<file path="config.mk">
export PLATFORM = sky130hd
export DESIGN_NAME = polygon_perimeter_flat
export DESIGN_NICKNAME = d
export VERILOG_FILES = /design/src/hw/rtl/pp_pkg.sv /design/src/hw/rtl/pp_vertex_if.sv /design/src/hw/rtl/pp_result_if.sv /design/src/hw/rtl/pp_sqrt.sv /design/src/hw/rtl/polygon_perimeter.sv /design/src/flat_wrapper.sv
export SDC_FILE = /design/constraint.sdc
export NUM_CORES = 1
export LEC_CHECK = 0
export ABC_CLOCK_PERIOD_IN_PS = 7570
export BUFFER_PORTS_ARGS = -buffer_cell sky130_fd_sc_hd__buf_2
export CAP_MARGIN = 20
export CORE_MARGIN = 3
export CORE_UTILIZATION = 57
export DETAILED_ROUTE_END_ITERATION = 8
export GPL_TIMING_DRIVEN = 0
export MAX_ROUTING_LAYER = met4
export PLACE_DENSITY_LB_ADDON = 0.12
export RECOVER_POWER = 25
export SLEW_MARGIN = 20
export SYNTH_ARGS = -nofsm -noshare
export SYNTH_HDL_FRONTEND = slang
export SYNTH_SLANG_ARGS = --single-unit
</file>
<file path="constraint.sdc">
create_clock -name clk_i -period 7.57 [get_ports clk_i]
set_input_delay 0 -clock clk_i [delete_from_list [all_inputs] [get_ports clk_i]]
set_output_delay 0 -clock clk_i [all_outputs]
set_load 0.01 [all_outputs]
</file>
<file path="src/hw/rtl/pp_pkg.sv">
// Package for the polygon perimeter block: widths, limits and the
// sequencer state type. No dependencies.
`default_nettype none

package pp_pkg;

  localparam int CoordW    = 16;              // Q12.4 coordinate
  localparam int DiffW     = CoordW + 1;      // |a - b|, unsigned
  localparam int SqW       = 2 * DiffW - 2;   // one square, 65535^2 < 2^32
  localparam int SumW      = SqW + 1;         // dx^2 + dy^2
  localparam int FracShift = 8;               // Q17.8 result needs 8 more bits
  localparam int RadW      = 42;              // radicand, even, holds SumW + 8
  localparam int RootW     = RadW / 2;        // integer root
  localparam int RemW      = RootW + 1;       // partial remainder
  localparam int SqrtSteps = RootW;           // one result bit per step
  localparam int StepW     = $clog2(SqrtSteps);
  localparam int NumW      = 16;
  localparam int LenW      = 25;
  localparam int PerimW    = 40;

  localparam logic [NumW-1:0]   MaxVertices = 16'd65535;
  localparam logic [NumW-1:0]   MinVertices = 16'd3;
  localparam logic [PerimW-1:0] PerimMax    = {PerimW{1'b1}};

  typedef enum logic [3:0] {
    ST_IDLE,
    ST_DIFF,
    ST_SQ_X,
    ST_SQ_Y,
    ST_SUM,
    ST_ROOT,
    ST_ACCUM,
    ST_EMIT,
    ST_FAULT
  } pp_state_e;

endpackage

`default_nettype wire

</file>
<file path="src/hw/rtl/pp_vertex_if.sv">
// Vertex channel: valid/ready handshake with one vertex per transaction.
// Depends on pp_pkg.
`default_nettype none

interface pp_vertex_if;
  import pp_pkg::*;

  logic              valid;
  logic              ready;
  logic [CoordW-1:0] vertex_x;
  logic [CoordW-1:0] vertex_y;
  logic              final_vertex;

  modport source (output valid, output vertex_x, output vertex_y, output final_vertex,
                  input ready);
  modport sink   (input valid, input vertex_x, input vertex_y, input final_vertex,
                  output ready);
endinterface

`default_nettype wire

</file>
<file path="src/hw/rtl/pp_result_if.sv">
// Result channel: valid/ready handshake with one side result per transaction.
// Depends on pp_pkg.
`default_nettype none

interface pp_result_if;
  import pp_pkg::*;

  logic              valid;
  logic              ready;
  logic [NumW-1:0]   side_number;
  logic [LenW-1:0]   side_length;
  logic [PerimW-1:0] perimeter;
  logic              too_few;
  logic              last;

  modport source (output valid, output side_number, output side_length, output perimeter,
                  output too_few, output last, input ready);
  modport sink   (input valid, input side_number, input side_length, input perimeter,
                  input too_few, input last, output ready);
endinterface

`default_nettype wire

</file>
<file path="src/hw/rtl/pp_sqrt.sv">
// Bit-serial square root with round to nearest: one root bit per cycle,
// then a rounding step. Depends on pp_pkg.
`default_nettype none

module pp_sqrt (
  input  logic                      clk_i,
  input  logic                      rst_ni,
  input  logic                      start_i,
  input  logic [pp_pkg::RadW-1:0]   radicand_i,
  output logic                      done_o,
  output logic [pp_pkg::RootW-1:0]  length_o
);
  import pp_pkg::*;

  logic             busy_q, round_q, done_q;
  logic [StepW-1:0] step_q;
  logic [RadW-1:0]  rad_q;
  logic [RemW-1:0]  rem_q;
  logic [RootW-1:0] root_q;
  logic [RootW-1:0] length_q;

  logic [RemW+1:0]  rem_sh;
  logic [RemW+1:0]  trial;
  logic             fits;
  logic [RemW-1:0]  rem_next;
  logic             round_up;

  always_comb begin
    rem_sh   = {rem_q, rad_q[RadW-1 -: 2]};
    trial    = {1'b0, root_q, 2'b01};
    fits     = (rem_sh >= trial);
    rem_next = fits ? RemW'(rem_sh - trial) : RemW'(rem_sh);
    // round up when the leftover exceeds the root, i.e. past root + 1/2
    round_up = (rem_q > {1'b0, root_q});
  end

  always_ff @(posedge clk_i or negedge rst_ni) begin
    if (!rst_ni) begin
      busy_q  <= 1'b0;
      round_q <= 1'b0;
      done_q  <= 1'b0;
      step_q  <= '0;
    end else begin
      done_q  <= round_q;
      round_q <= 1'b0;
      if (start_i) begin
        busy_q <= 1'b1;
        step_q <= '0;
      end else if (busy_q) begin
        step_q <= step_q + StepW'(1);
        if (step_q == StepW'(SqrtSteps - 1)) begin
          busy_q  <= 1'b0;
          round_q <= 1'b1;
        end
      end
    end
  end

  always_ff @(posedge clk_i) begin
    if (start_i) begin
      rad_q  <= radicand_i;
      rem_q  <= '0;
      root_q <= '0;
    end else if (busy_q) begin
      rad_q  <= rad_q << 2;
      rem_q  <= rem_next;
      root_q <= {root_q[RootW-2:0], fits};
    end
    if (round_q) begin
      length_q <= root_q + RootW'(round_up);
    end
  end

  assign done_o   = done_q;
  assign length_o = length_q;

`ifndef NO_ASSERTIONS
  a_start_idle: assert property (@(posedge clk_i) disable iff (!rst_ni)
    start_i |-> (!busy_q && !round_q))
    else $error("square root restarted while busy");
  a_phase_excl: assert property (@(posedge clk_i) disable iff (!rst_ni)
    $onehot0({busy_q, round_q, done_q}))
    else $error("square root phases overlap");
  a_round_after: assert property (@(posedge clk_i) disable iff (!rst_ni)
    (busy_q && !start_i && step_q == StepW'(SqrtSteps - 1)) |=> round_q)
    else $error("rounding cycle missed after last step");
`endif

endmodule

`default_nettype wire

</file>
<file path="src/hw/rtl/polygon_perimeter.sv">
// Polygon perimeter: side lengths and running perimeter of a vertex stream.
// Depends on pp_pkg, pp_vertex_if, pp_result_if and pp_sqrt.
//
//   channel    dir  transaction
//   vertex_i   in   vertex_x, vertex_y (Q12.4), final_vertex
//   result_o   out  side_number, side_length (Q17.8), perimeter (Q32.8), too_few, last
//
// A side runs through these steps: difference, two squares on one shared
// 17x17 multiplier, sum, 21 bit-serial root steps, rounding, accumulate.
// A last vertex takes two sides; the first vertex takes none.
// vertex_i.ready is high only while the sequencer is idle.
// A held result waits in the output register; the next vertex is taken
// meanwhile and stalls at its own output step until the register frees.
// Reset clears the polygon state; no clearing pass.
`default_nettype none

module polygon_perimeter (
  input  logic       clk_i,
  input  logic       rst_ni,
  pp_vertex_if.sink  vertex_i,
  pp_result_if.source result_o
);
  import pp_pkg::*;

  pp_state_e state_q, state_d;

  logic [CoordW-1:0] x_q, y_q, first_x_q, first_y_q, prev_x_q, prev_y_q;
  logic              fin_q, phase_q;
  logic [NumW-1:0]   total_q, count_q;
  logic [PerimW-1:0] perim_q;
  logic [DiffW-1:0]  dx_q, dy_q;
  logic [SqW-1:0]    prod_q, sqx_q;
  logic [RootW-1:0]  len_q;

  logic              out_valid_q, too_few_q, last_q;
  logic [NumW-1:0]   side_number_q;
  logic [LenW-1:0]   side_length_q;
  logic [PerimW-1:0] perimeter_q;

  logic              accept, slot_free, load_side, load_fault;
  logic [NumW-1:0]   total_in;
  logic              fin_in;
  logic [CoordW-1:0] ax, ay, bx, by;
  logic [DiffW-1:0]  mul_op;
  logic [SumW-1:0]   sq_sum;
  logic              sqrt_start, sqrt_done;
  logic [RadW-1:0]   radicand;
  logic [RootW-1:0]  sqrt_len;
  logic [PerimW:0]   perim_add;

  function automatic logic [DiffW-1:0] abs_diff(logic [CoordW-1:0] a, logic [CoordW-1:0] b);
    logic signed [DiffW:0] d;
    d = $signed({{2{a[CoordW-1]}}, a}) - $signed({{2{b[CoordW-1]}}, b});
    return d[DiffW] ? DiffW'(-d) : d[DiffW-1:0];
  endfunction

  assign accept    = vertex_i.valid && vertex_i.ready;
  assign slot_free = !out_valid_q || result_o.ready;
  assign total_in  = count_q + NumW'(1);
  assign fin_in    = vertex_i.final_vertex || (total_in >= MaxVertices);

  // phase 0: previous vertex to this one; phase 1: closing side to the first
  always_comb begin
    ax = phase_q ? first_x_q : x_q;
    ay = phase_q ? first_y_q : y_q;
    bx = phase_q ? x_q : prev_x_q;
    by = phase_q ? y_q : prev_y_q;
  end

  assign mul_op    = (state_q == ST_SQ_Y) ? dy_q : dx_q;
  assign sq_sum    = SumW'(sqx_q) + SumW'(prod_q);
  assign radicand  = RadW'({sq_sum, {FracShift{1'b0}}});
  assign perim_add = {1'b0, perim_q} + (PerimW + 1)'(len_q);

  pp_sqrt u_sqrt (
    .clk_i,
    .rst_ni,
    .start_i    (sqrt_start),
    .radicand_i (radicand),
    .done_o     (sqrt_done),
    .length_o   (sqrt_len)
  );

  always_ff @(posedge clk_i or negedge rst_ni) begin
    if (!rst_ni) begin
      state_q <= ST_IDLE;
    end else begin
      state_q <= state_d;
    end
  end

  always_comb begin
    state_d    = state_q;
    sqrt_start = 1'b0;
    load_side  = 1'b0;
    load_fault = 1'b0;
    unique case (state_q)
      ST_IDLE: begin
        if (accept) begin
          if (fin_in && (total_in < MinVertices)) begin
            state_d = ST_FAULT;
          end else if (count_q != '0) begin
            state_d = ST_DIFF;
          end
        end
      end
      ST_DIFF:  state_d = ST_SQ_X;
      ST_SQ_X:  state_d = ST_SQ_Y;
      ST_SQ_Y:  state_d = ST_SUM;
      ST_SUM: begin
        sqrt_start = 1'b1;
        state_d    = ST_ROOT;
      end
      ST_ROOT: begin
        if (sqrt_done) begin
          state_d = ST_ACCUM;
        end
      end
      ST_ACCUM: state_d = ST_EMIT;
      ST_EMIT: begin
        if (slot_free) begin
          load_side = 1'b1;
          state_d   = (!phase_q && fin_q) ? ST_DIFF : ST_IDLE;
        end
      end
      ST_FAULT: begin
        if (slot_free) begin
          load_fault = 1'b1;
          state_d    = ST_IDLE;
        end
      end
      default: state_d = ST_IDLE;
    endcase
  end

  // polygon state
  always_ff @(posedge clk_i or negedge rst_ni) begin
    if (!rst_ni) begin
      first_x_q <= '0;
      first_y_q <= '0;
      prev_x_q  <= '0;
      prev_y_q  <= '0;
      count_q   <= '0;
      perim_q   <= '0;
      phase_q   <= 1'b0;
    end else begin
      if (accept) begin
        phase_q <= 1'b0;
        if (count_q == '0) begin
          first_x_q <= vertex_i.vertex_x;
          first_y_q <= vertex_i.vertex_y;
          if (!fin_in) begin
            prev_x_q <= vertex_i.vertex_x;
            prev_y_q <= vertex_i.vertex_y;
            count_q  <= total_in;
          end
        end
      end
      if (state_q == ST_ACCUM) begin
        perim_q <= perim_add[PerimW] ? PerimMax : perim_add[PerimW-1:0];
      end
      if (load_side) begin
        if (!phase_q && fin_q) begin
          phase_q <= 1'b1;
        end else if (!phase_q) begin
          prev_x_q <= x_q;
          prev_y_q <= y_q;
          count_q  <= total_q;
        end else begin
          count_q <= '0;
          perim_q <= '0;
        end
      end
      if (load_fault) begin
        count_q <= '0;
        perim_q <= '0;
      end
    end
  end

  // working registers
  always_ff @(posedge clk_i) begin
    if (accept) begin
      x_q     <= vertex_i.vertex_x;
      y_q     <= vertex_i.vertex_y;
      fin_q   <= fin_in;
      total_q <= total_in;
    end
    if (state_q == ST_DIFF) begin
      dx_q <= abs_diff(ax, bx);
      dy_q <= abs_diff(ay, by);
    end
    if (state_q == ST_SQ_X || state_q == ST_SQ_Y) begin
      prod_q <= SqW'(mul_op * mul_op);
    end
    if (state_q == ST_SQ_Y) begin
      sqx_q <= prod_q;
    end
    if (state_q == ST_ROOT && sqrt_done) begin
      len_q <= sqrt_len;
    end
  end

  // output register
  always_ff @(posedge clk_i or negedge rst_ni) begin
    if (!rst_ni) begin
      out_valid_q <= 1'b0;
    end else if (load_side || load_fault) begin
      out_valid_q <= 1'b1;
    end else if (result_o.ready) begin
      out_valid_q <= 1'b0;
    end
  end

  always_ff @(posedge clk_i) begin
    if (load_side) begin
      side_number_q <= phase_q ? total_q : count_q;
      side_length_q <= LenW'(len_q);
      perimeter_q   <= perim_q;
      too_few_q     <= 1'b0;
      last_q        <= phase_q;
    end else if (load_fault) begin
      side_number_q <= '0;
      side_length_q <= '0;
      perimeter_q   <= '0;
      too_few_q     <= 1'b1;
      last_q        <= 1'b1;
    end
  end

  assign vertex_i.ready       = (state_q == ST_IDLE);
  assign result_o.valid       = out_valid_q;
  assign result_o.side_number = side_number_q;
  assign result_o.side_length = side_length_q;
  assign result_o.perimeter   = perimeter_q;
  assign result_o.too_few     = too_few_q;
  assign result_o.last        = last_q;

`ifndef NO_ASSERTIONS
  a_done_in_root: assert property (@(posedge clk_i) disable iff (!rst_ni)
    sqrt_done |-> (state_q == ST_ROOT))
    else $error("square root finished outside the root wait");
  a_count_bound: assert property (@(posedge clk_i) disable iff (!rst_ni)
    count_q != MaxVertices)
    else $error("vertex count reached the forced-last limit");
  a_close_last: assert property (@(posedge clk_i) disable iff (!rst_ni)
    (load_side && phase_q) |=> (out_valid_q && last_q && !too_few_q && count_q == '0))
    else $error("closing side not flagged last or polygon not cleared");
  a_fault_empty: assert property (@(posedge clk_i) disable iff (!rst_ni)
    load_fault |=> (perimeter_q == '0 && side_number_q == '0 && perim_q == '0))
    else $error("short polygon result not empty");
`endif

endmodule

`default_nettype wire

</file>
<file path="src/flat_wrapper.sv">
// flat-port wrapper written by rule: the top's interface ports become plain ports
module polygon_perimeter_flat import pp_pkg::*;
  (clk_i, rst_ni, vertex_i_valid, vertex_i_vertex_x, vertex_i_vertex_y, vertex_i_final_vertex, vertex_i_ready, result_o_valid, result_o_side_number, result_o_side_length, result_o_perimeter, result_o_too_few, result_o_last, result_o_ready);
  pp_vertex_if vertex_i_i ();
  pp_result_if result_o_i ();
  input  logic clk_i;
  input  logic rst_ni;
  input wire logic [$bits(vertex_i_i.valid)-1:0] vertex_i_valid;
  input wire logic [$bits(vertex_i_i.vertex_x)-1:0] vertex_i_vertex_x;
  input wire logic [$bits(vertex_i_i.vertex_y)-1:0] vertex_i_vertex_y;
  input wire logic [$bits(vertex_i_i.final_vertex)-1:0] vertex_i_final_vertex;
  output wire logic [$bits(vertex_i_i.ready)-1:0] vertex_i_ready;
  output wire logic [$bits(result_o_i.valid)-1:0] result_o_valid;
  output wire logic [$bits(result_o_i.side_number)-1:0] result_o_side_number;
  output wire logic [$bits(result_o_i.side_length)-1:0] result_o_side_length;
  output wire logic [$bits(result_o_i.perimeter)-1:0] result_o_perimeter;
  output wire logic [$bits(result_o_i.too_few)-1:0] result_o_too_few;
  output wire logic [$bits(result_o_i.last)-1:0] result_o_last;
  input wire logic [$bits(result_o_i.ready)-1:0] result_o_ready;
  assign vertex_i_i.valid = vertex_i_valid;
  assign vertex_i_i.vertex_x = vertex_i_vertex_x;
  assign vertex_i_i.vertex_y = vertex_i_vertex_y;
  assign vertex_i_i.final_vertex = vertex_i_final_vertex;
  assign vertex_i_ready = vertex_i_i.ready;
  assign result_o_valid = result_o_i.valid;
  assign result_o_side_number = result_o_i.side_number;
  assign result_o_side_length = result_o_i.side_length;
  assign result_o_perimeter = result_o_i.perimeter;
  assign result_o_too_few = result_o_i.too_few;
  assign result_o_last = result_o_i.last;
  assign result_o_i.ready = result_o_ready;
  polygon_perimeter u_core (.clk_i(clk_i), .rst_ni(rst_ni), .vertex_i(vertex_i_i), .result_o(result_o_i));
endmodule
</file>
==> results of run 1 <==
## final cells by class
cell class | count | area (sq um)
buffer | 116 | 592
tap | 756 | 946
clock inverter | 23 | 229
fill | 4513 | 19600
multi-input combinational | 2161 | 17900
timing repair buffer | 196 | 1280
clock buffer | 75 | 1480
inverter | 358 | 1390
sequential | 477 | 13200
## repair_timing
action	in CTS	in global routing
buffers inserted	5	20
hold endpoints to repair	246	0
pin swaps	1	6
gates cloned	1	1
gates resized for setup	50	73
setup endpoints to repair	20	10
hold buffers	38	0
## worst max-delay path by stage
stage                     slack (ns)                end  cells after the start              start
final                           0.20  u_core.prod_q[20]                     28  u_core.state_q[0]
after global routing           -0.16  u_core.prod_q[20]                     28  u_core.state_q[0]
after CTS                       0.04  u_core.prod_q[31]                     26  u_core.state_q[2]
after detailed placement       -1.59  u_core.prod_q[31]                     28  u_core.state_q[0]
after global placement         -1.51  u_core.prod_q[31]                     28  u_core.state_q[0]
after floorplan                 0.09  u_core.prod_q[31]                     26  u_core.state_q[0]
## critical path: cells and delay by family, from the launching register on
family,cells,cell delay (ns)
AOI/OAI and AO/OA,7,1.45
xor gates and xnor gates,1,0.09
adders and majority gates,7,3.44
buffers and inverters,9,0.97
DFF,1,0.36
muxes,1,0.40
and+or+nand+nor,3,0.37
## state kept, by name, summed over array words and instances (netlist names), 17 cells and up
signal                       flops
u_core.dy_q                     17
u_core.u_sqrt.root_q            21
u_core.sqx_q                    31
u_core.perim_q                  40
u_core.u_sqrt.rem_q             22
u_core.dx_q                     17
u_core.result_o.perimeter       40
u_core.u_sqrt.length_o          21
u_core.result_o.side_length     21
u_core.len_q                    21
u_core.u_sqrt.rad_q             34
u_core.prod_q                   31
## metrics by stage
step	TNS [ns]	setup WS (ns)	instance area (sq um)	hold WS (ns)	utilization, %
after detailed placement	-17.68	-1.59	34400	-0.0164	60.9
after CTS	0	0.0351	36800	0.112	65.0
after global placement	-17.22	-1.51	34200	0.202	60.5
final	0	0.198	37000	0.180	65.4
after global routing	-0.220	-0.157	37000	0.175	65.4
after floorplan	0	0.0888	32700	-0.296	-
## routing by layer
metal  track usage, %  vias up  share of wire (%)
met5                -        -                  0
met2             45.9      581                 49
met1             33.7    11600                 43
met4             8.46        0                3.3
met3             3.70      151                4.8
li1                 -    11200                  -
## cells by family (layout without fill, tap and decap cells)
logic type | Yosys count | after routing
flip-flops | 477 | 477
adder cells (fa/ha/maj) | 410 | 410
XOR/XNOR | 191 | 191
other | 1 | 4
buffers and inverters | 476 | 768
AND/OR/NAND/NOR | 803 | 803
AO/OA/AOI/OAI | 543 | 543
multiplexers | 210 | 210
## cells in the mapped netlist, drive strengths merged (28+ instances only)
| cell | count |
|---|---|
| nand2 | 229 |
| dfrtp | 134 |
| ha | 215 |
| a21o | 40 |
| xor2 | 51 |
| and2 | 68 |
| nor3 | 47 |
| o21a | 32 |
| dfxtp | 45 |
| mux2 | 73 |
| buf | 35 |
| o21ai | 167 |
| a21oi | 153 |
| edfxtp | 298 |
| a211oi | 28 |
| nor2 | 247 |
| fa | 195 |
| xnor2 | 140 |
| clkbuf | 83 |
| mux2i | 137 |
| nand3 | 53 |
| inv | 351 |
## placed cells by master, fill, tap and decap left out, types with 21 or more instances in the layout
master and count:
a21oi_1 147, o21a_1 32, dlygate4sd3_1 37, o21ai_0 134, dfxtp_1 45, clkbuf_16 55
nand2_1 222, mux2_2 68, fa_1 195, nor3_1 42, buf_2 75, xor2_1 51
a21o_1 40, inv_1 344, xnor2_1 140, o21ai_1 30, ha_1 212, edfxtp_1 298
clkbuf_1 147, nand4_1 21, buf_4 38, dfrtp_1 134, nand3_1 53, a211oi_1 27
and3_1 23, nor2_1 241, and2_1 68, mux2i_1 127
==> results by group, run 1 <==
Global route
  – Global-route wire length before repair: 127 mm
  – Largest net degree at the start of global routing: 74
  – Antenna violations before repair: 0
  – Vias in the first global route: 24400
  – Total track usage: 27.0%
  – Remaining Overflow, GRT: 0

Logic synthesis
  – Share of the synthesized area in the top cell type: 27.4%
  – Yosys top cell by area: edfxtp_1
  – Synth Flop Type: edfxtp_1
  – Yosys reg bits: 477
  – Yosys warning count: 0
  – Number of unique standard cell types used by synthesis: 82
  – Simple-Gate Fraction of Synth Area: 11.7%
  – Synthesized area: 32700 sq um
  – Synthesized area per cell: 10.5 sq um
  – Synth Area in Compound Gates: 10.3%
  – Adder-Cell Fraction of Synth Area: 20.2%
  – Largest family of logic cells by synthesized area: adder cells
  – Post-synth ARST share: 28.1%
  – Proportion of synthesized area in mux cells: 6.71%
  – Seq/Total Area, Yosys: 40.4%
  – Top post-synthesis cells by area: edfxtp_1, fa_1, dfrtp_1
  – Cell count after synthesis: 3111
  – Number of synthesized flops with an enable pin: 298
  – Xor/xnor share of the synthesized area: 5.12%

Cells and area
  – Non-Filler Instances: 4162
  – Fin nets: 3810
  – Antenna diode count: 0
  – Area growth, synth to finish: 13.2%
  – Layout cells sized above 1: 10.9%

Placement
  – RePlAce Congestion: 0.925
  – Placed insts: 4001
  – Dpl hpwl: 58.1 mm
  – PortBufs: 117

Floorplan
  – Chip Height: 245 microns
  – Core ar.: 56600 sq um
  – Io pins: 122
  – Row Count: 87
  – Total die area: 60300 sq um
  – Die width: 245 microns
  – Initial Utilization: 57.7%

Worst hold path
  – Hold path cells: 2
  – Hold_sp: vertex_i_vertex_y[0]
  – WHS Endpoint: u_core.y_q[0]
  – Hold Crit Class: in -> reg

CTS
  – TritonCTS clock tree: built
  – CTS root buf: clkbuf_16
  – H-tree Lvls: 2
  – Clock transition at path regs: 0.06 ns
  – CTS buffer count: 53
  – Max clock buf depth: 3
  – Worst-skew pair later-pin latency: 0.59 ns
  – TritonCTS sink count: 477

STA
  – Max Slew Vio Count: 134
  – Worst rel slew slack: -185%
  – Achievable Freq: 136 MHz
  – Final Hold Violating Endpoints: 0
  – Clock skew: 0.0250 ns
  – Final min period: 7.37 ns
  – Setup repair after global routing missed its margin: yes
  – Slew @ Worst Pin: 4.28 ns
  – Fin crit share: 97.4%
  – Setup Viol. Count Final: 0

Setup path
  – CP Launch Type: flop
  – Crit-path slowest cell: fa_1
  – Worst Path Required: 7.89 ns
  – Slowest stage delay, CP: 0.56 ns
  – CP Max Fanout: 10
  – Reg-to-reg startpoint: u_core.state_q[0]
  – Crit path DAT: 7.69 ns
  – Most frequent CP cell: fa_1
  – CP Capture Type: flop
  – FF-to-FF path depth: 28
  – R2R Setup Slk: 0.20 ns
  – Critical path class: reg -> reg
  – Worst r2r dst: u_core.prod_q[20]

Detailed routing
  – # DRC: 0
  – Routed Antenna Nets: 0
  – Starting DRC count in detailed routing: 1583
  – First drt pass iteration count: 7
  – Total number of vias: 23500
  – WL per Instance: 18.7 microns
  – Total Wirelength: 78.0 mm
  – Vias per inst: 5.65

Flow run
  – Max-Cap Viols: 2

Status
  – Failing checks: max-capacitance violations, max-slew violations
  – Status: finished with violations
Power of run 1 is left out: the tool's default activity adds up to more than one toggle a clock period on the data nets, which glitch-free logic cannot reach.
==> run 2, diff against run 1 <==
CELL_PAD_IN_SITES_DETAIL_PLACEMENT = 0   (was not set)
CELL_PAD_IN_SITES_GLOBAL_PLACEMENT = 1   (was not set)
CORE_UTILIZATION = 46   (was 57)
==> run 2 against run 1 <==
- clock-buffer cell count fell by 9
- core utilization fell by 12 points
- fmax rose by 1.3%
- the flow still finishes with violations (max-capacitance violations, max-slew violations)
- critical path depth did not move
==> results by group, run 2 (same netlist as run 1, synthesis figures left out) <==
Status
  – Status: finished with violations
  – Failing checks: max-capacitance violations, max-slew violations

Cells and area
  – Fillers: 6293
  – Non-Filler Instances: 4356
  – Sequential standard cell area: 13200 sq um
  – Most common cell after layout, fill and taps aside: inv_1
  – Util after Layout: 53.6%
  – Fin nets: 3817
  – Area growth, synth to finish: 15.2%
  – Multi-input gate area: 17900 sq um
  – Layout cells sized above 1: 11.8%
  – Most frequent cells in the layout: inv_1, edfxtp_1, nor2_1
  – Antenna diode count: 0

Detailed routing
  – # DRC: 0
  – Total number of vias: 23300
  – Vias per inst: 5.35
  – Total Wirelength: 80.3 mm
  – Routed Antenna Nets: 0
  – First drt pass iteration count: 7
  – WL per Instance: 18.4 microns
  – Starting DRC count in detailed routing: 1398

Global route
  – Vias in the first global route: 24100
  – Total track usage: 22.6%
  – Global-route wire length before repair: 131 mm
  – Antenna violations before repair: 0
  – Largest net degree at the start of global routing: 60
  – Remaining Overflow, GRT: 0

STA
  – Max Slew Vio Count: 139
  – Setup Viol. Count Final: 0
  – Setup repair after global routing missed its margin: yes
  – Slew @ Worst Pin: 3.61 ns
  – Final min period: 7.27 ns
  – Fin crit share: 96.1%
  – Achievable Freq: 137 MHz
  – Final Hold Violating Endpoints: 0
  – Clock skew: 0.0460 ns
  – Worst rel slew slack: -141%

Setup path
  – CP Max Fanout: 10
  – Slowest stage delay, CP: 0.56 ns
  – Crit-path slowest cell: fa_1
  – Crit path DAT: 7.68 ns
  – Critical path class: reg -> reg
  – Worst Path Required: 7.98 ns
  – CP Launch Type: flop
  – Most frequent CP cell: fa_1
  – CP Capture Type: flop

Floorplan
  – Chip Height: 273 microns
  – Row Count: 97
  – Io pins: 122
  – Total die area: 74300 sq um
  – Initial Utilization: 46.5%
  – Die width: 273 microns
  – Core ar.: 70300 sq um

Placement
  – Dpl hpwl: 61.0 mm
  – PortBufs: 117
  – RePlAce Congestion: 0.876
  – Placed insts: 4184

CTS
  – H-tree Lvls: 2
  – Max clock buf depth: 3
  – Worst-skew pair later-pin latency: 0.62 ns
  – CTS root buf: clkbuf_16
  – CTS buffer count: 54
  – TritonCTS sink count: 477
  – Clock transition at path regs: 0.06 ns
  – TritonCTS clock tree: built

Flow run
  – Max-Cap Viols: 3

Worst hold path
  – Hold Crit Class: in -> reg
==> run 2: cell types whose count changed in the layout (fill, tap and decap cells not counted), sizes merged <==
| cell | previous run | this run |
|---|---|---|
| clkinv | 19 | 23 |
| clkbuf | 210 | 199 |
| buf | 140 | 148 |
| clkinvlp | 6 | 5 |
| bufinv | 4 | 12 |
| inv | 352 | 354 |
==> run 2: worst paths after layout <==
kind	startpoint	end	slack, ns	cells after the start
setup / recovery	u_core.state_q[0]	u_core.prod_q[30]	0.30	28
max in group asynchronous	rst_ni	u_core.state_q[2]	2.12	4
hold / removal	vertex_i_vertex_y[7]	u_core.y_q[7]	0.16	2
setup reg to reg	u_core.state_q[0]	u_core.prod_q[30]	0.30	28
hold reg to reg	u_core.prod_q[11]	u_core.sqx_q[11]	0.41	0
min in group asynchronous	rst_ni	u_core.count_q[5]	0.98	3
==> run 2: critical path: cells and delay by family, from the launching register on <==
kind | cells | cell delay [ns]
buffers and inverters | 8 | 0.87
and+or+nand+nor | 4 | 0.50
DFF | 1 | 0.36
xor gates and xnor gates | 1 | 0.31
muxes | 1 | 0.41
adders and majority gates | 7 | 3.47
AOI/OAI and AO/OA | 7 | 1.15
==> run 2: cell type report <==
type / instances / area share [%]
Inverter: 358 / 3.69
Tap cell: 940 / 3.12
Timing Repair Buffer: 202 / 3.47
Sequential cell: 477 / 35.1
Clock buffer: 66 / 3.87
Multi-Input combinational cell: 2161 / 47.7
Buffer: 116 / 1.65
Clock inverter: 36 / 1.46
==> run 2: layer usage <==
metal | up-vias | wire (microns) | track usage, %
met5 | - | 0 | -
met4 | 0 | 1810 | 5.37
met3 | 122 | 2620 | 2.49
met2 | 395 | 40000 | 38.6
met1 | 11600 | 35900 | 29.0
li1 | 11200 | - | -
==> run 2: timing repair <==
item / in CTS / in global routing
hold endpoints to repair: 246 / 0
gates resized for setup: 63 / 71
gates cloned: 2 / 0
pin swaps: 5 / 14
setup endpoints to repair: 20 / 10
setup buffers: 14 / 18
hold buffers: 38 / 0
==> run 2: per-stage QoR <==
stage	area, sq um	TNS, ns	setup slack (ns)	hold slack (ns)
after floorplan	32700	0	0.0888	-0.296
after global placement	34500	-18.98	-1.98	0.203
after detailed placement	34700	-17.22	-1.84	0.0467
after CTS	37500	0	0.00310	0.0783
after global routing	37700	-0.0635	-0.0234	0.156
final	37700	0	0.295	0.156
Power of run 2 is left out for the same reason.
